--- src/yuv_decimate_to_rgb565_assert.svh ---
// assertion macros shared by the submodule rtl files
`ifndef YUV_DECIMATE_TO_RGB565_ASSERT_SVH
`define YUV_DECIMATE_TO_RGB565_ASSERT_SVH

// same-cycle implication
`define YD_ASSERT_NOW(label, clk, rst_n, ante, cons) \
  label: assert property (@(posedge clk) disable iff (!rst_n) (ante) |-> (cons)) \
    else $error("assertion failed");

// next-cycle implication
`define YD_ASSERT_NEXT(label, clk, rst_n, ante, cons) \
  label: assert property (@(posedge clk) disable iff (!rst_n) (ante) |=> (cons)) \
    else $error("assertion failed");

`endif

--- src/yuvdec_pkg.sv ---
`default_nettype none

package yuvdec_pkg;

  localparam int COORD_BITS    = 12;
  localparam int STEP_BITS     = 4;
  localparam int CFG_IDX_BITS  = 3;
  localparam int CFG_DATA_BITS = 12;
  localparam int RECIP_SHIFT   = 16;
  localparam int RECIP_BITS    = RECIP_SHIFT + 1;

  typedef logic [COORD_BITS-1:0] coord_t;
  typedef logic [STEP_BITS-1:0]  step_t;
  typedef logic [RECIP_BITS-1:0] recip_t;

  localparam logic [CFG_IDX_BITS-1:0] REG_SRC_WIDTH  = 3'd0;
  localparam logic [CFG_IDX_BITS-1:0] REG_SRC_HEIGHT = 3'd1;
  localparam logic [CFG_IDX_BITS-1:0] REG_DST_WIDTH  = 3'd2;
  localparam logic [CFG_IDX_BITS-1:0] REG_DST_HEIGHT = 3'd3;
  localparam logic [CFG_IDX_BITS-1:0] REG_X_STEP     = 3'd4;
  localparam logic [CFG_IDX_BITS-1:0] REG_Y_STEP     = 3'd5;

  localparam int SRC_WIDTH_RESET  = 640;
  localparam int SRC_HEIGHT_RESET = 480;
  localparam int DST_WIDTH_RESET  = 320;
  localparam int DST_HEIGHT_RESET = 240;
  localparam int X_STEP_RESET     = 2;
  localparam int Y_STEP_RESET     = 2;

  localparam int LAST_X_Q = (SRC_WIDTH_RESET - 1) / X_STEP_RESET;
  localparam int LAST_Y_Q = (SRC_HEIGHT_RESET - 1) / Y_STEP_RESET;
  localparam coord_t LAST_X_RESET =
    coord_t'((LAST_X_Q < DST_WIDTH_RESET - 1) ? LAST_X_Q : DST_WIDTH_RESET - 1);
  localparam coord_t LAST_Y_RESET =
    coord_t'((LAST_Y_Q < DST_HEIGHT_RESET - 1) ? LAST_Y_Q : DST_HEIGHT_RESET - 1);

  // source sizes and steps already forced to at least one; output sizes are not
  typedef struct packed {
    coord_t src_w;
    coord_t src_h;
    coord_t dst_w;
    coord_t dst_h;
    step_t  x_step;
    step_t  y_step;
    coord_t last_x;
    coord_t last_y;
  } cfg_t;

  typedef struct packed {
    logic keep;
    logic last;
  } dec_t;

  // ceil(2^16 / step), exact quotient for 12-bit dividends
  function automatic recip_t step_recip(step_t s);
    recip_t r;
    case (s)
      4'd2:    r = 17'd32768;
      4'd3:    r = 17'd21846;
      4'd4:    r = 17'd16384;
      4'd5:    r = 17'd13108;
      4'd6:    r = 17'd10923;
      4'd7:    r = 17'd9363;
      4'd8:    r = 17'd8192;
      4'd9:    r = 17'd7282;
      4'd10:   r = 17'd6554;
      4'd11:   r = 17'd5958;
      4'd12:   r = 17'd5462;
      4'd13:   r = 17'd5042;
      4'd14:   r = 17'd4682;
      4'd15:   r = 17'd4370;
      default: r = 17'd65536;
    endcase
    return r;
  endfunction

endpackage

`default_nettype wire

--- src/yuvdec_cfg.sv ---
`default_nettype none
`include "yuv_decimate_to_rgb565_assert.svh"

module yuvdec_cfg import yuvdec_pkg::*; (
  input  wire logic                     clk,
  input  wire logic                     rst_n,
  input  wire logic                     cfg_we,
  input  wire logic [CFG_IDX_BITS-1:0]  cfg_index,
  input  wire logic [CFG_DATA_BITS-1:0] cfg_wdata,
  output cfg_t                          cfg
);

  localparam int PROD_BITS = COORD_BITS + RECIP_BITS;

  coord_t src_w_r, src_w_nxt;
  coord_t src_h_r, src_h_nxt;
  coord_t dst_w_r, dst_w_nxt;
  coord_t dst_h_r, dst_h_nxt;
  step_t  x_step_r, x_step_nxt;
  step_t  y_step_r, y_step_nxt;
  coord_t last_x_r, last_x_nxt;
  coord_t last_y_r, last_y_nxt;

  logic [PROD_BITS-1:0] prod_x, prod_y;
  coord_t               q_x, q_y;
  coord_t               dwm1, dhm1;

  function automatic coord_t norm_coord(coord_t v);
    return (v == '0) ? coord_t'(1) : v;
  endfunction

  function automatic step_t norm_step(step_t v);
    return (v == '0) ? step_t'(1) : v;
  endfunction

  always_comb begin
    src_w_nxt  = src_w_r;
    src_h_nxt  = src_h_r;
    dst_w_nxt  = dst_w_r;
    dst_h_nxt  = dst_h_r;
    x_step_nxt = x_step_r;
    y_step_nxt = y_step_r;
    if (cfg_we) begin
      case (cfg_index)
        REG_SRC_WIDTH:  src_w_nxt  = cfg_wdata;
        REG_SRC_HEIGHT: src_h_nxt  = cfg_wdata;
        REG_DST_WIDTH:  dst_w_nxt  = cfg_wdata;
        REG_DST_HEIGHT: dst_h_nxt  = cfg_wdata;
        REG_X_STEP:     x_step_nxt = cfg_wdata[STEP_BITS-1:0];
        REG_Y_STEP:     y_step_nxt = cfg_wdata[STEP_BITS-1:0];
        default: ;
      endcase
    end
  end

  // last kept index per axis: min((size-1)/step, dst-1)
  always_comb begin
    prod_x = PROD_BITS'(norm_coord(src_w_nxt) - coord_t'(1)) *
             PROD_BITS'(step_recip(norm_step(x_step_nxt)));
    prod_y = PROD_BITS'(norm_coord(src_h_nxt) - coord_t'(1)) *
             PROD_BITS'(step_recip(norm_step(y_step_nxt)));
    q_x    = prod_x[RECIP_SHIFT +: COORD_BITS];
    q_y    = prod_y[RECIP_SHIFT +: COORD_BITS];
    dwm1   = dst_w_nxt - coord_t'(1);
    dhm1   = dst_h_nxt - coord_t'(1);
    last_x_nxt = (q_x < dwm1) ? q_x : dwm1;
    last_y_nxt = (q_y < dhm1) ? q_y : dhm1;
  end

  always_ff @(posedge clk) begin
    if (!rst_n) begin
      src_w_r  <= coord_t'(SRC_WIDTH_RESET);
      src_h_r  <= coord_t'(SRC_HEIGHT_RESET);
      dst_w_r  <= coord_t'(DST_WIDTH_RESET);
      dst_h_r  <= coord_t'(DST_HEIGHT_RESET);
      x_step_r <= step_t'(X_STEP_RESET);
      y_step_r <= step_t'(Y_STEP_RESET);
      last_x_r <= LAST_X_RESET;
      last_y_r <= LAST_Y_RESET;
    end else begin
      src_w_r  <= src_w_nxt;
      src_h_r  <= src_h_nxt;
      dst_w_r  <= dst_w_nxt;
      dst_h_r  <= dst_h_nxt;
      x_step_r <= x_step_nxt;
      y_step_r <= y_step_nxt;
      last_x_r <= last_x_nxt;
      last_y_r <= last_y_nxt;
    end
  end

  always_comb begin
    cfg.src_w  = norm_coord(src_w_r);
    cfg.src_h  = norm_coord(src_h_r);
    cfg.dst_w  = dst_w_r;
    cfg.dst_h  = dst_h_r;
    cfg.x_step = norm_step(x_step_r);
    cfg.y_step = norm_step(y_step_r);
    cfg.last_x = last_x_r;
    cfg.last_y = last_y_r;
  end

endmodule

`default_nettype wire

--- src/yuvdec_raster.sv ---
`default_nettype none
`include "yuv_decimate_to_rgb565_assert.svh"

module yuvdec_raster import yuvdec_pkg::*; (
  input  wire logic clk,
  input  wire logic rst_n,
  input  wire cfg_t cfg,
  input  wire logic accept,
  output dec_t      dec
);

  coord_t src_col_r, src_col_nxt;
  coord_t src_row_r, src_row_nxt;
  step_t  col_ph_r, col_ph_nxt;
  step_t  row_ph_r, row_ph_nxt;
  coord_t kept_col_r, kept_col_nxt;
  coord_t kept_row_r, kept_row_nxt;

  logic col_wrap, row_wrap, col_ph_wrap, row_ph_wrap;

  assign col_wrap    = ({1'b0, src_col_r} + 1'b1) >= {1'b0, cfg.src_w};
  assign row_wrap    = ({1'b0, src_row_r} + 1'b1) >= {1'b0, cfg.src_h};
  assign col_ph_wrap = ({1'b0, col_ph_r} + 1'b1) >= {1'b0, cfg.x_step};
  assign row_ph_wrap = ({1'b0, row_ph_r} + 1'b1) >= {1'b0, cfg.y_step};

  always_comb begin
    dec.keep = (col_ph_r == '0) && (row_ph_r == '0) &&
               (kept_col_r < cfg.dst_w) && (kept_row_r < cfg.dst_h);
    dec.last = dec.keep && (kept_col_r == cfg.last_x) && (kept_row_r == cfg.last_y);
  end

  always_comb begin
    src_col_nxt  = src_col_r;
    src_row_nxt  = src_row_r;
    col_ph_nxt   = col_ph_r;
    row_ph_nxt   = row_ph_r;
    kept_col_nxt = kept_col_r;
    kept_row_nxt = kept_row_r;
    if (accept) begin
      if (col_wrap) begin
        src_col_nxt  = '0;
        col_ph_nxt   = '0;
        kept_col_nxt = '0;
        if (row_wrap) begin
          src_row_nxt  = '0;
          row_ph_nxt   = '0;
          kept_row_nxt = '0;
        end else begin
          src_row_nxt = src_row_r + 1'b1;
          if (row_ph_wrap) begin
            row_ph_nxt   = '0;
            kept_row_nxt = kept_row_r + 1'b1;
          end else begin
            row_ph_nxt = row_ph_r + 1'b1;
          end
        end
      end else begin
        src_col_nxt = src_col_r + 1'b1;
        if (col_ph_wrap) begin
          col_ph_nxt   = '0;
          kept_col_nxt = kept_col_r + 1'b1;
        end else begin
          col_ph_nxt = col_ph_r + 1'b1;
        end
      end
    end
  end

  always_ff @(posedge clk) begin
    if (!rst_n) begin
      src_col_r  <= '0;
      src_row_r  <= '0;
      col_ph_r   <= '0;
      row_ph_r   <= '0;
      kept_col_r <= '0;
      kept_row_r <= '0;
    end else begin
      src_col_r  <= src_col_nxt;
      src_row_r  <= src_row_nxt;
      col_ph_r   <= col_ph_nxt;
      row_ph_r   <= row_ph_nxt;
      kept_col_r <= kept_col_nxt;
      kept_row_r <= kept_row_nxt;
    end
  end

  // end of line restarts the column side
  `YD_ASSERT_NEXT(a_col_restart, clk, rst_n, accept && col_wrap,
                  src_col_r == '0 && col_ph_r == '0 && kept_col_r == '0)
  // row side moves only at end of line
  `YD_ASSERT_NEXT(a_row_hold, clk, rst_n, accept && !col_wrap,
                  $stable(src_row_r) && $stable(kept_row_r) && $stable(row_ph_r))

endmodule

`default_nettype wire

--- src/yuvdec_convert.sv ---
`default_nettype none
`include "yuv_decimate_to_rgb565_assert.svh"

module yuvdec_convert import yuvdec_pkg::*; (
  input  wire logic        clk,
  input  wire logic        rst_n,
  input  wire logic        in_valid,
  output logic             in_stall,
  input  wire logic [7:0]  in_luma,
  input  wire logic [7:0]  in_chroma_blue,
  input  wire logic [7:0]  in_chroma_red,
  input  wire dec_t        dec,
  output logic             out_valid,
  input  wire logic        out_stall,
  output logic [15:0]      out_pixel565,
  output logic             out_frame_last
);

  typedef logic signed [18:0] acc_t;

  logic        s1_valid_r, s1_valid_nxt;
  logic [7:0]  s1_luma_r, s1_cb_r, s1_cr_r;
  logic        s1_last_r;
  logic        out_valid_r, out_valid_nxt;
  logic [15:0] out_pixel565_r, pixel_nxt;
  logic        out_frame_last_r;

  logic accept, out_free;
  acc_t c_t, d_t, e_t, r_t, g_t, b_t;
  logic [7:0] r8, g8, b8;

  function automatic logic [7:0] clamp8(acc_t t);
    logic [7:0] v;
    if (t < 0) begin
      v = 8'd0;
    end else if (t[17:16] != 2'b00) begin
      v = 8'd255;
    end else begin
      v = t[15:8];
    end
    return v;
  endfunction

  assign out_free = !out_valid_r || !out_stall;
  assign in_stall = s1_valid_r && !out_free;
  assign accept   = in_valid && !in_stall;

  always_comb begin
    if (accept) begin
      s1_valid_nxt = dec.keep;
    end else if (out_free) begin
      s1_valid_nxt = 1'b0;
    end else begin
      s1_valid_nxt = s1_valid_r;
    end
    out_valid_nxt = out_free ? s1_valid_r : out_valid_r;
  end

  // bt.601 integer conversion, coefficients in 1/256
  always_comb begin
    c_t = $signed({11'b0, s1_luma_r}) - 19'sd16;
    d_t = $signed({11'b0, s1_cb_r}) - 19'sd128;
    e_t = $signed({11'b0, s1_cr_r}) - 19'sd128;
    r_t = 19'sd298 * c_t + 19'sd409 * e_t + 19'sd128;
    g_t = 19'sd298 * c_t - 19'sd100 * d_t - 19'sd208 * e_t + 19'sd128;
    b_t = 19'sd298 * c_t + 19'sd516 * d_t + 19'sd128;
    r8  = clamp8(r_t);
    g8  = clamp8(g_t);
    b8  = clamp8(b_t);
    pixel_nxt = {r8[7:3], g8[7:2], b8[7:3]};
  end

  always_ff @(posedge clk) begin
    if (!rst_n) begin
      s1_valid_r  <= 1'b0;
      out_valid_r <= 1'b0;
    end else begin
      s1_valid_r  <= s1_valid_nxt;
      out_valid_r <= out_valid_nxt;
    end
  end

  always_ff @(posedge clk) begin
    if (accept && dec.keep) begin
      s1_luma_r <= in_luma;
      s1_cb_r   <= in_chroma_blue;
      s1_cr_r   <= in_chroma_red;
      s1_last_r <= dec.last;
    end
    if (out_free && s1_valid_r) begin
      out_pixel565_r   <= pixel_nxt;
      out_frame_last_r <= s1_last_r;
    end
  end

  assign out_valid      = out_valid_r;
  assign out_pixel565   = out_pixel565_r;
  assign out_frame_last = out_frame_last_r;

  // a held beat in the input stage is never dropped
  `YD_ASSERT_NEXT(a_s1_hold, clk, rst_n, s1_valid_r && !out_free, s1_valid_r)
  // a kept pixel always lands in the input stage
  `YD_ASSERT_NEXT(a_kept_enters, clk, rst_n, accept && dec.keep, s1_valid_r)
  // an output beat only comes from the input stage
  `YD_ASSERT_NOW(a_out_source, clk, rst_n, $rose(out_valid_r), $past(s1_valid_r))

endmodule

`default_nettype wire

--- src/yuv_decimate_to_rgb565.sv ---
// channel  | direction | handshake             | payload
// ---------+-----------+-----------------------+-----------------------------------
// in       | input     | in_valid / in_stall   | in_luma, in_chroma_blue, in_chroma_red
// out      | output    | out_valid / out_stall | out_pixel565, out_frame_last
// cfg      | input     | cfg_we                | cfg_index, cfg_wdata
//
// one source pixel is taken per cycle while in_stall is low
// the pixel path is an input register, the bt.601 multiply-add and the output register
// dropped pixels only advance the raster counters and cost no output slot
// synchronous active-low reset restores the default frame geometry and clears counters
// out_stall holds the output register; the input stage fills before in_stall rises
`default_nettype none

module yuv_decimate_to_rgb565 import yuvdec_pkg::*; (
  input  wire logic                     clk,
  input  wire logic                     rst_n,
  input  wire logic                     in_valid,
  output logic                          in_stall,
  input  wire logic [7:0]               in_luma,
  input  wire logic [7:0]               in_chroma_blue,
  input  wire logic [7:0]               in_chroma_red,
  output logic                          out_valid,
  input  wire logic                     out_stall,
  output logic [15:0]                   out_pixel565,
  output logic                          out_frame_last,
  input  wire logic                     cfg_we,
  input  wire logic [CFG_IDX_BITS-1:0]  cfg_index,
  input  wire logic [CFG_DATA_BITS-1:0] cfg_wdata
);

  cfg_t cfg;
  dec_t dec;
  logic accept;

  assign accept = in_valid && !in_stall;

  yuvdec_cfg u_cfg (
    .clk       (clk),
    .rst_n     (rst_n),
    .cfg_we    (cfg_we),
    .cfg_index (cfg_index),
    .cfg_wdata (cfg_wdata),
    .cfg       (cfg)
  );

  yuvdec_raster u_raster (
    .clk    (clk),
    .rst_n  (rst_n),
    .cfg    (cfg),
    .accept (accept),
    .dec    (dec)
  );

  yuvdec_convert u_convert (
    .clk            (clk),
    .rst_n          (rst_n),
    .in_valid       (in_valid),
    .in_stall       (in_stall),
    .in_luma        (in_luma),
    .in_chroma_blue (in_chroma_blue),
    .in_chroma_red  (in_chroma_red),
    .dec            (dec),
    .out_valid      (out_valid),
    .out_stall      (out_stall),
    .out_pixel565   (out_pixel565),
    .out_frame_last (out_frame_last)
  );

endmodule

`default_nettype wire

--- config.mk ---
export PLATFORM = sky130hd
export DESIGN_NAME = yuv_decimate_to_rgb565
export DESIGN_NICKNAME = d
export VERILOG_FILES = /design/src/yuvdec_pkg.sv /design/src/yuvdec_cfg.sv /design/src/yuvdec_raster.sv /design/src/yuvdec_convert.sv /design/src/yuv_decimate_to_rgb565.sv
export VERILOG_INCLUDE_DIRS = /design/src /design/src/src
export SDC_FILE = /design/constraint.sdc
export NUM_CORES = 2
export LEC_CHECK = 0
export ABC_CLOCK_PERIOD_IN_PS = 11600
export BUFFER_PORTS_ARGS = -buffer_cell sky130_fd_sc_hd__buf_2
export CORE_AREA = 2 2 261 263
export DETAILED_ROUTE_END_ITERATION = 6
export DIE_AREA = 0 0 263 265
export GPL_TIMING_DRIVEN = 0
export PLACE_DENSITY = 0.68
export SETUP_SLACK_MARGIN = 0.02
export SYNTH_ARGS = -nofsm -noshare
export SYNTH_HDL_FRONTEND = slang
export SYNTH_SLANG_ARGS = --single-unit
export TNS_END_PERCENT = 100
--- constraint.sdc ---
create_clock -name clk -period 11.6 [get_ports clk]
set_clock_uncertainty 0.1 [all_clocks]
set_input_delay 1.74 -clock clk [delete_from_list [all_inputs] [get_ports clk]]
set_output_delay 1.74 -clock clk [all_outputs]
set_load 0.02 [all_outputs]
[Word level (Yosys, flattened, before mapping)]
Memory sizes are Yosys's and may differ from the RTL's.
Cells that the tools add are included.
Storage, ports and cells
  ROM bits: 544
  memories: 2
  latch bits: 0
  register bits after elaboration: 180
  memory bits (writable): 0
Cells by class
  multiply operators: 7
  equal/unequal tests: 7
  div/mod/pow operators: 0
  add/subtract/negate cells: 24
  mux-type cells: 37
  bitwise operators: 0
  order comparisons: 11
  shift operators: 0
  reductions and logical operators: 34
Memory list
  (name not given): words 16, width 17, rd ports 1, clocked after Yosys merged registers in 0, wr ports 0, line yuvdec_pkg.sv:57  | case (s)
  (name not given): words 16, width 17, rd ports 1, clocked after Yosys merged registers in 0, wr ports 0, line yuvdec_pkg.sv:57
Operator list (count)
  $mux 12: 20
  $mul 29x17->28: 2
  $add 19x9->19 const B: 3
  $lt 19x1->1 const B: 3
  $add 12x1->12 const B: 4
  $logic_not 12->1: 4
  $lt 12x12->1: 4
  $mux 4: 12
  $add 19x19->19: 2
  $sub 19x19->19: 2
  $add 12x1->13 const B: 2
  $ge 13x12->1: 2
  $sub 12x1->13 const B: 2
  $eq 12x12->1: 2
  $logic_not 4->1: 6
  $mux 8: 3
  $sub 12x1->12 const B: 2
  $mul 10x19->19 const A: 1
  $mul 5x19->15 const A: 1
  $mul 6x19->17 const A: 1
  $mul 9x19->17 const A: 1
  $mul 9x19->18 const A: 1
  $sub 8x8->9 const B: 2
  $reduce_bool 2->1: 6
  other kinds (14): 32

[Longest topological paths before layout]
  depth in word-level cells: 9
  gate-level depth with buffers: 43

[By module]
A second synthesis with hierarchy kept.
Second synthesis, totals
  cells, all modules: 3597
  area total of the unflattened synthesis: 31572.8 sq um
By module, submodules not included
  yuvdec_cfg: cells an instance 2172, instances 1, area an instance 18641.6 sq um
  yuvdec_convert: cells an instance 800, instances 1, area an instance 8062.7 sq um
  yuvdec_raster: cells an instance 624, instances 1, area an instance 4854.7 sq um
  yuv_decimate_to_rgb565: cells an instance 1, instances 1, area an instance 13.8 sq um

[Least setup slack after synthesis]
No wires, ideal clock.
  path type: input-to-reg
  start point: input cfg_index[0]
  end point: register u_cfg.last_x_r[0]
  path buffers: 4
  cell stages on the path: 38
  slack: 0.500 ns
  setup time: 0.129 ns
  arrival time: 10.871 ns
  cells stage by stage: buf_2 nor4b_4 buf_4 mux2i_1 a21boi_2 nand2_1 nor2_2 a21oi_1 nor2_1 nor2_1 fa_1 inv_1 fa_1 inv_1 fa_1 ha_1 fa_1 inv_1 [... 2 more ...] ha_1 nor4_1 o21ai_0 o21ai_0 nand3_1 a31oi_1 o21bai_1 a21o_1 xor2_1 ha_1 and4_1 nand3_1 or4b_2 nand3_1 clkbuf_1 clkbuf_1 mux2i_1 nand2_1
On the way
  word-level cells in the longest chain between the ends: 9
  elaborated cells between the ends (all ways): 19
  classes of those cells: add/sub (2); mul (1); order compare (1); eq/ne (2); mux (9); reduce/logical (3); memory (1)
Ends and longest elaborated chain
  from (decl): line yuv_decimate_to_rgb565.sv:27  | input wire logic [CFG_IDX_BITS-1:0] cfg_index,
  $logic_not 3->1 or $eq 3x3->1 (tied branches): line yuvdec_cfg.sv:44  | case (cfg_index)
  $mux 12 or $mux 4 (tied branches): line yuvdec_cfg.sv:44
  $mux 12 or $mux 4 (tied branches): line yuvdec_cfg.sv:43  | if (cfg_we) begin
  $logic_not 12->1 or $logic_not 4->1 (tied branches): line yuvdec_cfg.sv:29, yuvdec_cfg.sv:33
  $mux 12 or $mux 4 (tied branches): line yuvdec_cfg.sv:29, yuvdec_cfg.sv:33
  $sub 12x1->13 or $mem_v2 16x17 (tied branches)
  $mul 29x17->28: line yuvdec_cfg.sv:58  | prod_x = PROD_BITS'(norm_coord(src_w_nxt) - coord_t'(1)) *
  $lt 12x12->1: line yuvdec_cfg.sv:66  | last_x_nxt = (q_x < dwm1) ? q_x : dwm1;
  $mux 12 (*): line yuvdec_cfg.sv:66
  to (signal assigned): line yuvdec_cfg.sv:87  | last_x_r <= last_x_nxt;
  to (decl): line yuvdec_cfg.sv:21  | coord_t last_x_r, last_x_nxt;
Every way passes the cells marked *; elsewhere a longest branch is shown, timed or not.
A chain may end at the register's enable or synchronous reset.

[Final worst setup path]
  start point: input cfg_wdata[1]
  end point: register u_cfg.last_y_r[11]
On the way
  word-level cells in the longest chain between the ends: 8
  elaborated cells between the ends (all ways): 16
  classes of those cells: add/sub (2); mul (1); order compare (1); mux (9); reduce/logical (2); memory (1)
Ends and longest elaborated chain
  from (decl): line yuv_decimate_to_rgb565.sv:28  | input wire logic [CFG_DATA_BITS-1:0] cfg_wdata
  $mux 12 or $mux 4 (tied branches): line yuvdec_cfg.sv:44
  $mux 12 or $mux 4 (tied branches): line yuvdec_cfg.sv:43
  $logic_not 12->1 or $logic_not 4->1 (tied branches): line yuvdec_cfg.sv:29, yuvdec_cfg.sv:33
  $mux 12 or $mux 4 (tied branches): line yuvdec_cfg.sv:29, yuvdec_cfg.sv:33
  $sub 12x1->13 or $mem_v2 16x17 (tied branches)
  $mul 29x17->28: line yuvdec_cfg.sv:60  | prod_y = PROD_BITS'(norm_coord(src_h_nxt) - coord_t'(1)) *
  $lt 12x12->1: line yuvdec_cfg.sv:67  | last_y_nxt = (q_y < dhm1) ? q_y : dhm1;
  $mux 12 (*): line yuvdec_cfg.sv:67
  to (signal assigned): line yuvdec_cfg.sv:88  | last_y_r <= last_y_nxt;
  to (decl): line yuvdec_cfg.sv:22  | coord_t last_y_r, last_y_nxt;
Marks and branches as above.

==> flow_results.org <==
** Status
- Run status :: complete, but fails checks
- The checks that failed: DRC.

** Logic synthesis
- In the synthesized netlist, the number of instances is 3,763.
- Register bit count reported by yosys :: 180
- Post-synthesis area per instance :: 8.79 sq um
- In the synthesized netlist the dominant register cell turns out to be sky130_fd_sc_hd__dfxtp_1.
- Distinct cells, synth :: 96
- Share of flip-flops with an asynchronous set or reset :: 0%
- Yosys warning total :: 0
- The mapped netlist covers 33,100 sq um.
- EDFF count, synth :: 42
- Sequential area share after synthesis :: 12.2%

** Clocking
- TritonCTS built the clock tree.
- Clock-pin slew reported for the worst setup and hold paths after clock tree synthesis :: 0.08 ns
- Root buffer cell :: sky130_fd_sc_hd__clkbuf_16
- At the later pin of the worst-skew pair, clock insertion delay measures 0.47 ns.
- Clock sinks :: 180
- Maximum root-to-sink buffer count :: 2
- Number of buffers inserted by hold repair at cts :: 0
- TritonCTS created 17 clock buffers.
- H-tree depth :: 4

** Layout
- Synth-to-Final Area Change :: 9.75%
- At the end of the flow the core is filled with cells to 54.4%.
- In the final design database the tool counted 4,918 nets.
- In the final layout, the share of cells above drive strength 1 is 7.69%.
- For this run, the number of standard cells in the final layout without fillers is 4,831.

** Setup path
- Worst endpoint data arrival time :: 11.47 ns
- In this design, the stage delay of the slowest critical-path cell is 0.66 ns.
- Count of buffering cells on the critical path with inverters included :: 6
- Endpoint type of the worst setup path :: register
- Kind of launch point of the worst setup path :: input pin
- CP required :: 11.89 ns
- The most numerous cell type found on the critical path is sky130_fd_sc_hd__fa_1.
- Critical Path Slowest Stage Cell :: sky130_fd_sc_hd__or4_4
- Along the worst path, the maximum fanout reaches 10.
- The worst setup path is of the in -> reg kind.
- Among cell families on the critical path, the largest total delay comes from adder cells.

** Drt
- For this block, the routed nets add up to 83.5 mm of wire.
- Remaining DRCs :: 8
- Per-cell via count in the routed design :: 5.32
- Number of antenna-violating nets in the routed design :: 0
- Final routed wire length divided by cell count :: 17.3 um
- For this block, the initial DRC count from the detailed router was 1,630.
- The first detailed-routing pass ran for 7 iterations.
- Detailed routing inserted a total of 25.7k vias.

** GRT
- The via count of the first global-routing pass came to 26.7k.
- The global routing stage identified its most utilized layer as met2.
- Antenna violations before repair :: 5
- Met3 Track Usage GR :: 3.41%
- GRT Residual Overflow :: 0
- First-pass GRT wire length :: 138 mm
- Global routing consumed, on the met2 layer, 42.4% of the routing resources.
- Total track usage :: 24.9%
- Global Route met1 Usage :: 32.4%
- Maximum number of pins on one net before global-route repair :: 17

** Floorplanning
- The initialized floorplan defines 95 standard-cell rows.
- I/O Pins :: 63
- Die Area :: 69,700 sq um
- The floorplan step set the die height to 265 um.
- Initial Utilization :: 49.5%
- In this run the horizontal extent of the chip is 263 um.
- Area inside the core boundary :: 66,800 sq um

** Timing
- Achievable clock frequency :: 89.4 MHz
- Setup repair after global routing left no endpoint under its margin.
- Shortest period the worst path allows :: 11.18 ns
- Setup violations remaining at the end of the flow were counted as 0.
- Headroom to the max-slew limit came out at 31.5%.
- The max-slew violation total from the final report was 0.
- Worst-Margin Slew :: 1.02 ns
- The worst path uses 96.4% of the clock period.
- The count of final hold-check violations is 0.
- Hold timing on the final database bottoms out at a slack of 0.337 ns.

** Hold path
- The tightest min-delay check is of the reg -> reg type.

** Placement
- The number of placed instances, taps included, is 4,764.
- # port buffers :: 55
- Dpl hpwl :: 68.6 mm
- Final Wtd Congestion :: 0.949

** Job
- The tool flagged a number of max-cap violations equal to 0.
## synthesized netlist by cell type (all sizes together), types with 16 or more instances
library cell  number  share of area (%)
inv              753                8.5
fa               505                 31
nor2             441                5.0
ha               428                 16
nand2            306                3.5
a21oi            159                2.4
xnor2            150                4.0
dfxtp            138                8.3
o21ai             90                1.4
xor2              83                2.2
clkbuf            65               0.74
nor3              60               0.99
a21o              57                1.3
nand3             51               0.77
edfxtp            42                3.8
o21a              38               0.86
mux2i             27               0.95
and3              24               0.45
nand2b            22               0.42
and2              21               0.40
buf               21               0.29
nand4             19               0.36
nor4              19               0.38
a31oi             16               0.30
o211ai            16               0.38
## cell type report
class,count,area [sq um]
clock buffer,20,437
inverter,753,2830
antenna,4,10.0
clock inverter,12,96.3
multi-input combinational,2814,26900
sequential,180,4020
buffer,85,393
timing repair buffer,90,562
fill,6216,30500
tap,873,1090
## through the flow
| stage | worst slack [ns] | TNS, ns | cell area, sq um |
|---|---|---|---|
| floorplan | 0.500 | 0 | 33400 |
| global placement | -1.90 | -33.88 | 34700 |
| detailed placement | -1.97 | -36.15 | 34800 |
| CTS | 0.0206 | 0 | 35800 |
| global route | 0.0146 | 0 | 36300 |
| finish | 0.419 | 0 | 36300 |
## sequential cells by signal, indices dropped and copies added, names as in the netlist, 12 cells and up
register                cells
u_cfg.dst_h_r              12
u_cfg.dst_w_r              12
u_cfg.last_x_r             12
u_cfg.last_y_r             12
u_cfg.src_h_r              12
u_cfg.src_w_r              12
u_convert.out_pixel565     16
u_raster.kept_col_r        12
u_raster.kept_row_r        12
u_raster.src_col_r         12
u_raster.src_row_r         12
## kinds of logic after synthesis
kind of cell	after synthesis	share of synthesized area, %
other	2	0.0227
adder cells (fa/ha/maj)	933	46.7
multiplexers	41	1.44
XOR/XNOR	234	6.30
AO/OA/AOI/OAI	482	9.34
buffers and inverters	839	9.57
flip-flops	180	12.2
AND/OR/NAND/NOR	1052	14.4
## cell usage in the layout, fill, tap and decap left out, drive strengths merged, types with 83 or more instances in the layout
cell type / instances
a21oi: 159
inv: 758
dfxtp: 138
ha: 428
nand2: 306
clkbuf: 86
nor2: 441
xnor2: 150
o21ai: 90
buf: 109
fa: 505
xor2: 83
## layer usage
metal | vias up | part of all wire [%]
met2 | 726 | 48
li1 | 12300 | -
met5 | - | 0.038
met3 | 137 | 5.9
met1 | 12500 | 43
met4 | 4 | 3.5
## worst paths after layout
check / from / end / slack, ns / depth (start not counted)
min: u_convert.s1_last_r$_DFFE_PP_ / u_convert.out_frame_last$_DFFE_PP_ / 0.34 / 0
min reg2reg: u_convert.s1_last_r$_DFFE_PP_ / u_convert.out_frame_last$_DFFE_PP_ / 0.34 / 0
max: cfg_wdata[1] / u_cfg.last_y_r[11]$_SDFF_PN0_ / 0.42 / 37
max reg2reg: u_cfg.src_h_r[3]$_SDFF_PN0_ / u_cfg.last_y_r[11]$_SDFF_PN0_ / 1.47 / 36
## timing repair
| item | 4_1_cts | 5_1_grt |
|---|---|---|
| setup buffers | 7 | 25 |
| endpoints found under the setup margin | 24 | 24 |
| pin swaps | 4 | 11 |
| resized for setup | 81 | 94 |
Power is not shown: default switching activity piles up to over one toggle a cycle in this logic, so the estimate is an artifact.
